==> config.mk <==
export PLATFORM = sky130hd
export DESIGN_NAME = periodic_timer_wheel
export DESIGN_NICKNAME = d
export VERILOG_FILES = /design/src/ptw_pkg.sv /design/src/ptw_div.sv /design/src/ptw_dp.sv /design/src/ptw_ctrl.sv /design/src/periodic_timer_wheel.sv
export SDC_FILE = /design/constraint.sdc
export NUM_CORES = 1
export LEC_CHECK = 0
export BUFFER_PORTS_ARGS = -buffer_cell sky130_fd_sc_hd__buf_2
export CAP_MARGIN = 10
export CORE_MARGIN = 1.5
export CORE_UTILIZATION = 40
export DETAILED_ROUTE_END_ITERATION = 12
export PLACE_DENSITY = 0.62
export SLEW_MARGIN = 20
export SYNTH_ARGS = -nofsm -noshare
export SYNTH_HDL_FRONTEND = slang
export SYNTH_SLANG_ARGS = --single-unit
==> constraint.sdc <==
create_clock -name clk_i -period 7.4 [get_ports clk_i]
set_input_delay 1.11 -clock clk_i [delete_from_list [all_inputs] [get_ports clk_i]]
set_output_delay 1.11 -clock clk_i [all_outputs]
set_load 0.005 [all_outputs]
==> src/ptw_pkg.sv <==
// ----------------------------------------------------------------------------
// Periodic timer wheel package
// Shared field widths, stream layout, action codes and the command and
// status bundles between the controller and the datapath.
// ----------------------------------------------------------------------------
package ptw_pkg;

  localparam int unsigned TimersDef = 16;
  localparam int unsigned SlotsDef  = 10;

  localparam int unsigned ActW = 2;
  localparam int unsigned IdW  = 4;
  localparam int unsigned PerW = 16;
  localparam int unsigned PerMax = (1 << PerW) - 1;

  localparam int unsigned InDataW  = 24;
  localparam int unsigned OutDataW = 8;

  typedef enum logic [ActW-1:0] {
    ACT_TICK = 2'd0,
    ACT_ADD  = 2'd1,
    ACT_DEL  = 2'd2
  } action_e;

  typedef struct packed {
    logic take_in;
    logic adv_pos;
    logic scan_start;
    logic scan_step;
    logic div_start;
    logic add_write;
    logic del_clear;
    logic emit_pend_last;
    logic emit_null;
  } ptw_cmd_t;

  typedef struct packed {
    action_e act;
    logic    scan_last;
    logic    push_need;
    logic    out_free;
    logic    pend_valid;
    logic    div_done;
  } ptw_sts_t;

endpackage

==> src/ptw_div.sv <==
// ----------------------------------------------------------------------------
// Period divider
// Division of a 16-bit value by the constant wheel size through a multiply
// with the scaled reciprocal, in registered steps: capture, quotient, remainder.
// ----------------------------------------------------------------------------
module ptw_div
  import ptw_pkg::*;
#(
  parameter int unsigned SLOTS = SlotsDef
) (
  input  logic                       clk_i,
  input  logic                       rst_ni,
  input  logic                       start_i,
  input  logic [PerW-1:0]            dividend_i,
  output logic                       done_o,
  output logic [PerW-1:0]            quot_o,
  output logic [$clog2(SLOTS)-1:0]   rem_o
);

  localparam int unsigned     PosW  = $clog2(SLOTS);
  localparam int unsigned     Shift = PerW + PosW;
  localparam int unsigned     ProdW = Shift + PerW;
  localparam longint unsigned Recip = ((64'd1 << Shift) + 64'(SLOTS) - 64'd1) / 64'(SLOTS);

  logic              num_v_q;
  logic              quot_v_q;
  logic              done_q;
  logic [PerW-1:0]   num_q;
  logic [PerW-1:0]   quot_q, quot_d;
  logic [PosW-1:0]   rem_q, rem_d;
  logic [ProdW-1:0]  prod;
  logic [PerW-1:0]   back;

  assign prod   = ProdW'(num_q) * ProdW'(Recip);
  assign quot_d = prod[Shift +: PerW];
  assign back   = quot_q * PerW'(SLOTS);
  assign rem_d  = PosW'(num_q - back);

  always_ff @(posedge clk_i or negedge rst_ni) begin
    if (!rst_ni) begin
      num_v_q  <= 1'b0;
      quot_v_q <= 1'b0;
      done_q   <= 1'b0;
    end else begin
      num_v_q  <= start_i;
      quot_v_q <= num_v_q;
      done_q   <= quot_v_q;
    end
  end

  always_ff @(posedge clk_i) begin
    if (start_i) begin
      num_q <= dividend_i;
    end
    if (num_v_q) begin
      quot_q <= quot_d;
    end
    if (quot_v_q) begin
      rem_q <= rem_d;
    end
  end

  assign done_o = done_q;
  assign quot_o = quot_q;
  assign rem_o  = rem_q;

endmodule

==> src/ptw_dp.sv <==
// ----------------------------------------------------------------------------
// Periodic timer wheel datapath
// Timer store, armed flags, wheel position, scan index, pending firing
// and the output register.
// ----------------------------------------------------------------------------
module ptw_dp
  import ptw_pkg::*;
#(
  parameter int unsigned TIMERS = TimersDef,
  parameter int unsigned SLOTS  = SlotsDef
) (
  input  logic                clk_i,
  input  logic                rst_ni,
  input  ptw_cmd_t            cmd_i,
  output ptw_sts_t            sts_o,
  input  logic [InDataW-1:0]  s_tdata_i,
  input  logic [ActW-1:0]     s_tuser_i,
  output logic                m_tvalid_o,
  input  logic                m_tready_i,
  output logic [OutDataW-1:0] m_tdata_o,
  output logic                m_tuser_o,
  output logic                m_tlast_o
);

  localparam int unsigned IdxW = (TIMERS > 1) ? $clog2(TIMERS) : 1;
  localparam int unsigned PosW = $clog2(SLOTS);
  localparam int unsigned RndW = $clog2((PerMax - 1) / SLOTS + 1);

  typedef struct packed {
    logic [RndW-1:0] rounds;
    logic [RndW-1:0] init;
    logic [PosW-1:0] slot;
    logic [PosW-1:0] step;
  } entry_t;

  function automatic logic [PosW-1:0] wrap_add(input logic [PosW-1:0] a,
                                               input logic [PosW-1:0] b);
    logic [PosW:0] sum;
    sum = {1'b0, a} + {1'b0, b};
    if (sum >= (PosW+1)'(SLOTS)) begin
      sum = sum - (PosW+1)'(SLOTS);
    end
    return sum[PosW-1:0];
  endfunction

  entry_t            mem_q [TIMERS];
  entry_t            rd_q;
  entry_t            wr_data;
  logic              wr_en;
  logic [IdxW-1:0]   wr_addr;
  logic [IdxW-1:0]   rd_addr;

  logic [TIMERS-1:0] armed_q;
  logic [PosW-1:0]   pos_q;
  logic [IdxW-1:0]   idx_q, idx_next;

  action_e           act_q;
  logic [IdW-1:0]    id_q;
  logic [PerW-1:0]   per_q;
  logic [IdxW-1:0]   id_idx;
  logic              id_ok;

  logic              pend_v_q;
  logic [IdW-1:0]    pend_id_q;

  logic              out_v_q;
  logic              out_fired_q;
  logic [IdW-1:0]    out_id_q;
  logic              out_last_q;
  logic              out_free;

  logic              hit, fire;
  logic              div_done;
  logic [PerW-1:0]   div_quot;
  logic [PosW-1:0]   div_rem;
  logic [PosW-1:0]   add_step;
  logic [RndW-1:0]   add_rounds;

  ptw_div #(.SLOTS(SLOTS)) u_div (
    .clk_i      (clk_i),
    .rst_ni     (rst_ni),
    .start_i    (cmd_i.div_start),
    .dividend_i (per_q - 1'b1),
    .done_o     (div_done),
    .quot_o     (div_quot),
    .rem_o      (div_rem)
  );

  assign id_idx = IdxW'(id_q);
  assign id_ok  = 32'(id_q) < TIMERS;

  assign idx_next = (idx_q == IdxW'(TIMERS - 1)) ? '0 : idx_q + 1'b1;
  assign rd_addr  = cmd_i.scan_start ? '0 : (cmd_i.scan_step ? idx_next : idx_q);

  assign hit  = armed_q[idx_q] && (rd_q.slot == pos_q);
  assign fire = hit && (rd_q.rounds == '0);

  assign add_step   = ((per_q == '0) || (div_rem == PosW'(SLOTS - 1))) ? '0 :
                      div_rem + 1'b1;
  assign add_rounds = (per_q == '0) ? '0 : RndW'(div_quot);

  always_comb begin
    wr_en   = 1'b0;
    wr_addr = idx_q;
    wr_data = rd_q;
    if (cmd_i.add_write) begin
      wr_en          = id_ok;
      wr_addr        = id_idx;
      wr_data.rounds = add_rounds;
      wr_data.init   = add_rounds;
      wr_data.step   = add_step;
      wr_data.slot   = wrap_add(pos_q, add_step);
    end else if (cmd_i.scan_step && hit) begin
      wr_en = 1'b1;
      if (fire) begin
        wr_data.rounds = rd_q.init;
        wr_data.slot   = wrap_add(rd_q.slot, rd_q.step);
      end else begin
        wr_data.rounds = rd_q.rounds - 1'b1;
      end
    end
  end

  always_ff @(posedge clk_i) begin
    if (wr_en) begin
      mem_q[wr_addr] <= wr_data;
    end
    rd_q <= mem_q[rd_addr];
    if (cmd_i.take_in) begin
      act_q <= action_e'(s_tuser_i);
      id_q  <= s_tdata_i[IdW-1:0];
      per_q <= s_tdata_i[IdW+PerW-1:IdW];
    end
  end

  assign out_free = !out_v_q || m_tready_i;

  always_ff @(posedge clk_i or negedge rst_ni) begin
    if (!rst_ni) begin
      armed_q     <= '0;
      pos_q       <= '0;
      idx_q       <= '0;
      pend_v_q    <= 1'b0;
      pend_id_q   <= '0;
      out_v_q     <= 1'b0;
      out_fired_q <= 1'b0;
      out_id_q    <= '0;
      out_last_q  <= 1'b0;
    end else begin
      if (cmd_i.add_write && id_ok) begin
        armed_q[id_idx] <= 1'b1;
      end
      if (cmd_i.del_clear && id_ok) begin
        armed_q[id_idx] <= 1'b0;
      end
      if (cmd_i.adv_pos) begin
        pos_q <= (pos_q == PosW'(SLOTS - 1)) ? '0 : pos_q + 1'b1;
      end
      if (cmd_i.scan_start) begin
        idx_q    <= '0;
        pend_v_q <= 1'b0;
      end else if (cmd_i.scan_step) begin
        idx_q <= idx_next;
        if (fire) begin
          pend_v_q  <= 1'b1;
          pend_id_q <= IdW'(idx_q);
        end
      end else if (cmd_i.emit_pend_last) begin
        pend_v_q <= 1'b0;
      end

      if (cmd_i.scan_step && fire && pend_v_q) begin
        out_v_q     <= 1'b1;
        out_fired_q <= 1'b1;
        out_id_q    <= pend_id_q;
        out_last_q  <= 1'b0;
      end else if (cmd_i.emit_pend_last) begin
        out_v_q     <= 1'b1;
        out_fired_q <= 1'b1;
        out_id_q    <= pend_id_q;
        out_last_q  <= 1'b1;
      end else if (cmd_i.emit_null) begin
        out_v_q     <= 1'b1;
        out_fired_q <= 1'b0;
        out_id_q    <= '0;
        out_last_q  <= 1'b1;
      end else if (m_tready_i) begin
        out_v_q <= 1'b0;
      end
    end
  end

  assign sts_o.act        = act_q;
  assign sts_o.scan_last  = idx_q == IdxW'(TIMERS - 1);
  assign sts_o.push_need  = fire && pend_v_q;
  assign sts_o.out_free   = out_free;
  assign sts_o.pend_valid = pend_v_q;
  assign sts_o.div_done   = div_done;

  assign m_tvalid_o = out_v_q;
  assign m_tdata_o  = OutDataW'(out_id_q);
  assign m_tuser_o  = out_fired_q;
  assign m_tlast_o  = out_last_q;

  // A firing that displaces the pending one must find the output register free.
  assert property (@(posedge clk_i) disable iff (!rst_ni)
    cmd_i.scan_step && fire && pend_v_q |-> out_free)
    else $error("ptw_dp: firing pushed into a busy output register");

  assert property (@(posedge clk_i) disable iff (!rst_ni)
    cmd_i.scan_start |=> !pend_v_q && (idx_q == '0))
    else $error("ptw_dp: scan did not start clean");

  assert property (@(posedge clk_i) disable iff (!rst_ni)
    !(cmd_i.add_write && cmd_i.scan_step))
    else $error("ptw_dp: store written by add and scan at once");

  assert property (@(posedge clk_i) disable iff (!rst_ni)
    32'(pos_q) < SLOTS)
    else $error("ptw_dp: wheel position out of range");

endmodule

==> src/ptw_ctrl.sv <==
// ----------------------------------------------------------------------------
// Periodic timer wheel controller
// Sequences input capture, the tick scan, the add division, the delete and
// the result pushes into the output register.
// ----------------------------------------------------------------------------
module ptw_ctrl
  import ptw_pkg::*;
(
  input  logic     clk_i,
  input  logic     rst_ni,
  input  logic     s_tvalid_i,
  output logic     s_tready_o,
  input  ptw_sts_t sts_i,
  output ptw_cmd_t cmd_o
);

  typedef enum logic [2:0] {
    ST_IDLE,
    ST_DISPATCH,
    ST_SCAN,
    ST_FINISH,
    ST_DIV,
    ST_ADDW,
    ST_DONE
  } state_e;

  state_e state_q, state_d;

  always_comb begin
    state_d = state_q;
    cmd_o   = '0;
    unique case (state_q)
      ST_IDLE: begin
        cmd_o.take_in = s_tvalid_i;
        if (s_tvalid_i) begin
          state_d = ST_DISPATCH;
        end
      end
      ST_DISPATCH: begin
        unique case (sts_i.act)
          ACT_TICK: begin
            cmd_o.adv_pos    = 1'b1;
            cmd_o.scan_start = 1'b1;
            state_d          = ST_SCAN;
          end
          ACT_ADD: begin
            cmd_o.div_start = 1'b1;
            state_d         = ST_DIV;
          end
          ACT_DEL: begin
            cmd_o.del_clear = 1'b1;
            state_d         = ST_DONE;
          end
          default: begin
            state_d = ST_DONE;
          end
        endcase
      end
      ST_SCAN: begin
        if (!sts_i.push_need || sts_i.out_free) begin
          cmd_o.scan_step = 1'b1;
          if (sts_i.scan_last) begin
            state_d = ST_FINISH;
          end
        end
      end
      ST_FINISH: begin
        if (sts_i.out_free) begin
          cmd_o.emit_pend_last = sts_i.pend_valid;
          cmd_o.emit_null      = !sts_i.pend_valid;
          state_d              = ST_IDLE;
        end
      end
      ST_DIV: begin
        if (sts_i.div_done) begin
          state_d = ST_ADDW;
        end
      end
      ST_ADDW: begin
        cmd_o.add_write = 1'b1;
        state_d         = ST_DONE;
      end
      ST_DONE: begin
        if (sts_i.out_free) begin
          cmd_o.emit_null = 1'b1;
          state_d         = ST_IDLE;
        end
      end
      default: begin
        state_d = ST_IDLE;
      end
    endcase
  end

  always_ff @(posedge clk_i or negedge rst_ni) begin
    if (!rst_ni) begin
      state_q <= ST_IDLE;
    end else begin
      state_q <= state_d;
    end
  end

  assign s_tready_o = state_q == ST_IDLE;

endmodule

==> src/periodic_timer_wheel.sv <==
// ----------------------------------------------------------------------------
// Periodic timer wheel
// Hashed timing wheel of SLOTS positions serving TIMERS periodic timers.
//
// The slave channel takes one item at a time: tuser carries the action (tick,
// add, delete), tdata the timer id and the period. The master channel gives
// the results of each item, the last one marked by tlast; tuser flags a fired
// timer, tdata holds its id. Fired timers of a tick come in ascending id order;
// any other item, or a tick where nothing fires, gives one result with the
// fired flag low.
// A tick decodes and advances the wheel, reads each timer entry from the
// timer store in turn, then pushes the final result. An add passes through
// the period divider before its entry is written; a delete clears the armed
// flag of its timer. The next item is taken in the cycle after the previous
// one has pushed its last result, even while that result still waits in the
// output register. When the receiver stalls, a tick scan holds at a firing
// that finds another already pending until the output register frees.
// Reset disarms all timers and sets the wheel to 0.
// ----------------------------------------------------------------------------
module periodic_timer_wheel
  import ptw_pkg::*;
#(
  parameter int unsigned TIMERS = TimersDef,
  parameter int unsigned SLOTS  = SlotsDef
) (
  input  logic                clk_i,
  input  logic                rst_ni,
  input  logic                s_axis_tvalid,
  output logic                s_axis_tready,
  input  logic [InDataW-1:0]  s_axis_tdata,   // timer_id, period
  input  logic [ActW-1:0]     s_axis_tuser,   // action
  output logic                m_axis_tvalid,
  input  logic                m_axis_tready,
  output logic [OutDataW-1:0] m_axis_tdata,   // fired_id
  output logic                m_axis_tuser,   // fired
  output logic                m_axis_tlast
);

  ptw_cmd_t cmd;
  ptw_sts_t sts;

  ptw_ctrl u_ctrl (
    .clk_i      (clk_i),
    .rst_ni     (rst_ni),
    .s_tvalid_i (s_axis_tvalid),
    .s_tready_o (s_axis_tready),
    .sts_i      (sts),
    .cmd_o      (cmd)
  );

  ptw_dp #(
    .TIMERS (TIMERS),
    .SLOTS  (SLOTS)
  ) u_dp (
    .clk_i      (clk_i),
    .rst_ni     (rst_ni),
    .cmd_i      (cmd),
    .sts_o      (sts),
    .s_tdata_i  (s_axis_tdata),
    .s_tuser_i  (s_axis_tuser),
    .m_tvalid_o (m_axis_tvalid),
    .m_tready_i (m_axis_tready),
    .m_tdata_o  (m_axis_tdata),
    .m_tuser_o  (m_axis_tuser),
    .m_tlast_o  (m_axis_tlast)
  );

endmodule

==> impl_metrics.tcl <==
set metrics [dict create \
    crit_end "u_dp.u_div.quot_o[6]$_DFFE_PP_" \
    seq_power_share_pct 36.5 \
    switching_power_mw 5.47 \
    yosysUniqueCellTypes 71 \
    synth_xor_area_share_pct 1.34 \
    instances_no_fill 3406 \
    crit_family "adder cells" \
    rows 102 \
    ir_drop_v 0.000533 \
    power_frac_comb_pct 39.6 \
    async_flop_share_pct 6.22 \
    worst-path-buf-inv 4 \
    slowest_stage "edfxtp_1" \
    grtUsageTotal_pct 18.7 \
    grt_pass1_wl_mm 112 \
    place_area_mm2 0.0328 \
    final_cell_area_mm2 0.0351 \
    synth_flop_cell "edfxtp_1" \
    viasPerCell 5.42 \
    synth_top_family_by_area "adder cells" \
    globalplace.congestion 0.872 \
    antenna_found_initial 1 \
    r2r.worst_path.cells 20 \
    dp.cells 3276 \
    clock.fmax_mhz 160 \
    critical_path.startpoint "u_dp.u_div.num_q[3]$_DFFE_PP_" \
    firstDrtPassIters 5 \
    maxCapViolCount 0 \
    p_sw_share_pct 36.7 \
    crit_chain "ha_1 -> inv_1 -> fa_1 -> inv_1 -> fa_1 -> fa_1 -> fa_1 -> inv_1 -> fa_1 -> inv_1 -> ha_1 -> nand4_1 -> nor2_1 -> a211oi_1 -> o21ai_0 -> a21oi_1 -> a21oi_1 -> a21oi_1 -> o21ai_0 -> nor2b_1" \
    path_common_cell "fa_1" \
    start_util_pct 40.4 \
    crit_fanout 6 \
    post_drt_wl_per_cell_um 21.8 \
    ctsHoldBuffers 0 \
    drt_iter0_markers 1520 \
    die_w_um 283 \
    grt-ovfl-total 0 \
    maxSlewViolCount 0 \
    remaining_drc_errors 0 \
    synth.avg_cell_area_um2 13.9 \
    antenna_cells 0 \
    grt_max_degree 137 \
    via_count 18400 \
    die_h_um 283 \
    utilization_pct 45.3 \
    synth_seq_cells 675 \
    clkSlewWorstSetupHoldPaths_ns 0.06 \
    netlist_instances 2251 \
    end_kind "flop" \
    die_area_mm2 0.0799 \
    cts_setup_buffers 0 \
    rsz0062_at_grt "no" \
    drive_gt1_share_pct 9.81 \
    hp-class "flop to flop" \
    io_pins 42 \
    internal_power_mw 9.42 \
    syn_area_mm2 0.0313 \
    power_leakage_nw 13.0 \
    reg2reg_to "u_dp.u_div.quot_o[6]$_DFFE_PP_" \
    ant_nets 0 \
    cts_htree_levels 3 \
    slowest_delay_ns 0.55 \
    clock-sinks 675 \
    post-place-ws_ns 1.23 \
    synthToLayoutAreaGrowth_pct 12.3 \
    status "finished clean" \
    p_clk_share_pct 23.9 \
    r2r_start "u_dp.u_div.num_q[3]$_DFFE_PP_" \
    drt_wl_total_mm 74.3 \
    fin_setup_tns_ns 0 \
    synth_edf_count 599 \
    yosys_warnings 0 \
    cts-resized-gates 0 \
    final_net_count 2567 \
    cp.depth 20 \
    fin_ws_ns 1.14 \
    synth_compound_area_share_pct 7.47 \
    synth_mux_area_share_pct 4.99 \
    synthAdderAreaFrac_pct 11.1 \
    place_hpwl_mm 42.3 \
    power_density_mw_per_mm2 424 \
    relSlewSlack_pct 25.2 \
    setup_violations 0 \
    period_needed_ns 6.26 \
    port_buffers 33 \
    grt_pass1_vias 18800 \
    cts_buffers 71 \
    seq_area_frac_synth_pct 63.0 \
    period_share_pct 84.6 \
    coreArea_mm2 0.0775 \
    startpoint_type "flop" \
    worstSetupPathType "flop to flop" \
    max-clock-path-buffers 3 \
    tritoncts "done" \
    finalHoldViolations 0 \
    fin_skew_ns 0.0295 \
    rrSetupSlack_ns 1.14 \
    worstMarginPinSlew_ns 1.12 \
    root_buffer "clkbuf_16" \
    insertion_delay_ns 0.61 \
    critPathArrivalTime_ns 6.61 \
    yosys.area_share.simple_pct 8.22 \
    cp.required_ns 7.75 \
]
## area by class of cell
class	count	area, µm²
Inverter	180	694
Fill cell	6835	42300
Clock buffer	96	2000
Clock inverter	34	344
Multi-Input combinational cell	1299	10500
Sequential cell	675	19700
Timing Repair Buffer	82	546
Tap cell	1040	1300
## power by group through the flow
stage / logic (mW) / registers (mW) / clock network [mW]
2_1_floorplan: 4.34 / 5.35 / 0
3_3_place_gp: 5.71 / 5.49 / 0
3_5_place_dp: 5.89 / 5.50 / 0
4_1_cts: 5.95 / 5.43 / 3.62
5_1_grt: 6.58 / 5.47 / 3.77
6_report: 5.90 / 5.43 / 3.56
## registers in the layout, summed over array words and instances, names as in the netlist, 13 cells and up
| signal | cells |
|---|---|
| u_dp.mem_q | 544 |
| u_dp.u_div.num_q | 16 |
| u_dp.rd_q | 34 |
| u_dp.armed_q | 16 |
| u_dp.u_div.quot_o | 13 |
| u_dp.per_q | 16 |
## layout by cell type (no fill, tap or decap), types with 28 or more instances in the layout
master,synthesis,routed
edfxtp_1,599,599
nand2_1,341,341
inv_1,176,176
mux2i_1,153,152
ha_1,146,146
a32oi_1,137,137
fa_1,82,82
clkbuf_16,0,74
a21oi_1,66,64
buf_4,19,48
nor2_1,58,42
dfrtp_1,42,42
o21ai_0,41,41
and4_1,34,34
dfxtp_1,34,34
buf_2,35,33
xnor2_1,28,28
## tightest hold or removal path: stages, from the launching register on
cell and delay [ns]:
dfrtp_1 0.34, nand2_1 0.05, nand2_1 0.06
## worst min-delay path by stage
stage | start | endpoint | slack, ns | cells past startpoint
final | u_dp.m_tuser_o$_DFFE_PN0P_ | u_dp.m_tuser_o$_DFFE_PN0P_ | 0.48 | 2
after global routing | u_dp.m_tuser_o$_DFFE_PN0P_ | u_dp.m_tuser_o$_DFFE_PN0P_ | 0.52 | 2
after CTS | u_dp.m_tuser_o$_DFFE_PN0P_ | u_dp.m_tuser_o$_DFFE_PN0P_ | 0.49 | 2
after detailed placement | u_dp.m_tuser_o$_DFFE_PN0P_ | u_dp.m_tuser_o$_DFFE_PN0P_ | 0.48 | 2
after global placement | u_dp.m_tuser_o$_DFFE_PN0P_ | u_dp.m_tuser_o$_DFFE_PN0P_ | 0.46 | 2
after floorplan | u_dp.u_div.quot_v_q$_DFF_PN0_ | u_dp.u_div.done_o$_DFF_PN0_ | 0.44 | 0
## synthesized netlist by cell type, types with 3 or more instances
library cell | count | area share, %
mux2i_1 | 153 | 4.9
ha_1 | 146 | 5.8
nor3b_1 | 7 | 0.17
nor2_1 | 58 | 0.70
a31oi_1 | 12 | 0.24
nand2_1 | 341 | 4.1
a21o_1 | 13 | 0.31
nand2b_1 | 6 | 0.12
a211oi_1 | 5 | 0.12
nor3_4 | 8 | 0.42
o21ai_0 | 41 | 0.66
or3_1 | 4 | 0.080
a32oi_1 | 137 | 3.8
and4_1 | 34 | 0.95
and2_1 | 8 | 0.16
edfxtp_1 | 599 | 57
nor3_1 | 18 | 0.29
o31ai_1 | 10 | 0.24
nand4_1 | 3 | 0.060
o211ai_1 | 3 | 0.072
buf_4 | 19 | 0.46
inv_1 | 176 | 2.1
nand3_1 | 17 | 0.27
a21oi_1 | 66 | 1.1
a22oi_1 | 5 | 0.12
a22o_1 | 8 | 0.22
xor2_1 | 20 | 0.56
dfxtp_1 | 34 | 2.2
clkbuf_1 | 40 | 0.48
fa_1 | 82 | 5.2
and3_1 | 3 | 0.060
xnor2_1 | 28 | 0.78
nor4_1 | 6 | 0.12
buf_2 | 35 | 0.56
buf_6 | 4 | 0.14
dfrtp_1 | 42 | 3.4
nand3b_1 | 3 | 0.072
nor2b_1 | 17 | 0.34
## per-stage QoR
step	hold slack [ns]	power (mW)
3_5_place_dp	0.475	11.4
4_1_cts	0.490	15.0
5_1_grt	0.521	15.8
3_3_place_gp	0.457	11.2
6_report	0.483	14.9
2_1_floorplan	0.444	9.69
## cells by family after synthesis
group | after synthesis
buffers and inverters | 280
xor gates and xnor gates | 48
AOI/OAI and AO/OA | 320
DFF | 675
other | 1
muxes | 155
adders and majority gates | 228
and+or+nand+nor | 544
## metal layers
| layer | up-vias | global-route usage (%) | share of wire [%] |
|---|---|---|---|
| met3 | 84 | 2.61 | 5.4 |
| met1 | 9437 | 24.5 | 43 |
| li1 | 8434 | - | - |
| met2 | 491 | 32.3 | 50 |
| met4 | 0 | 5.47 | 1.9 |
| met5 | - | 0 | 0 |
(Power assumes the default switching activity.)
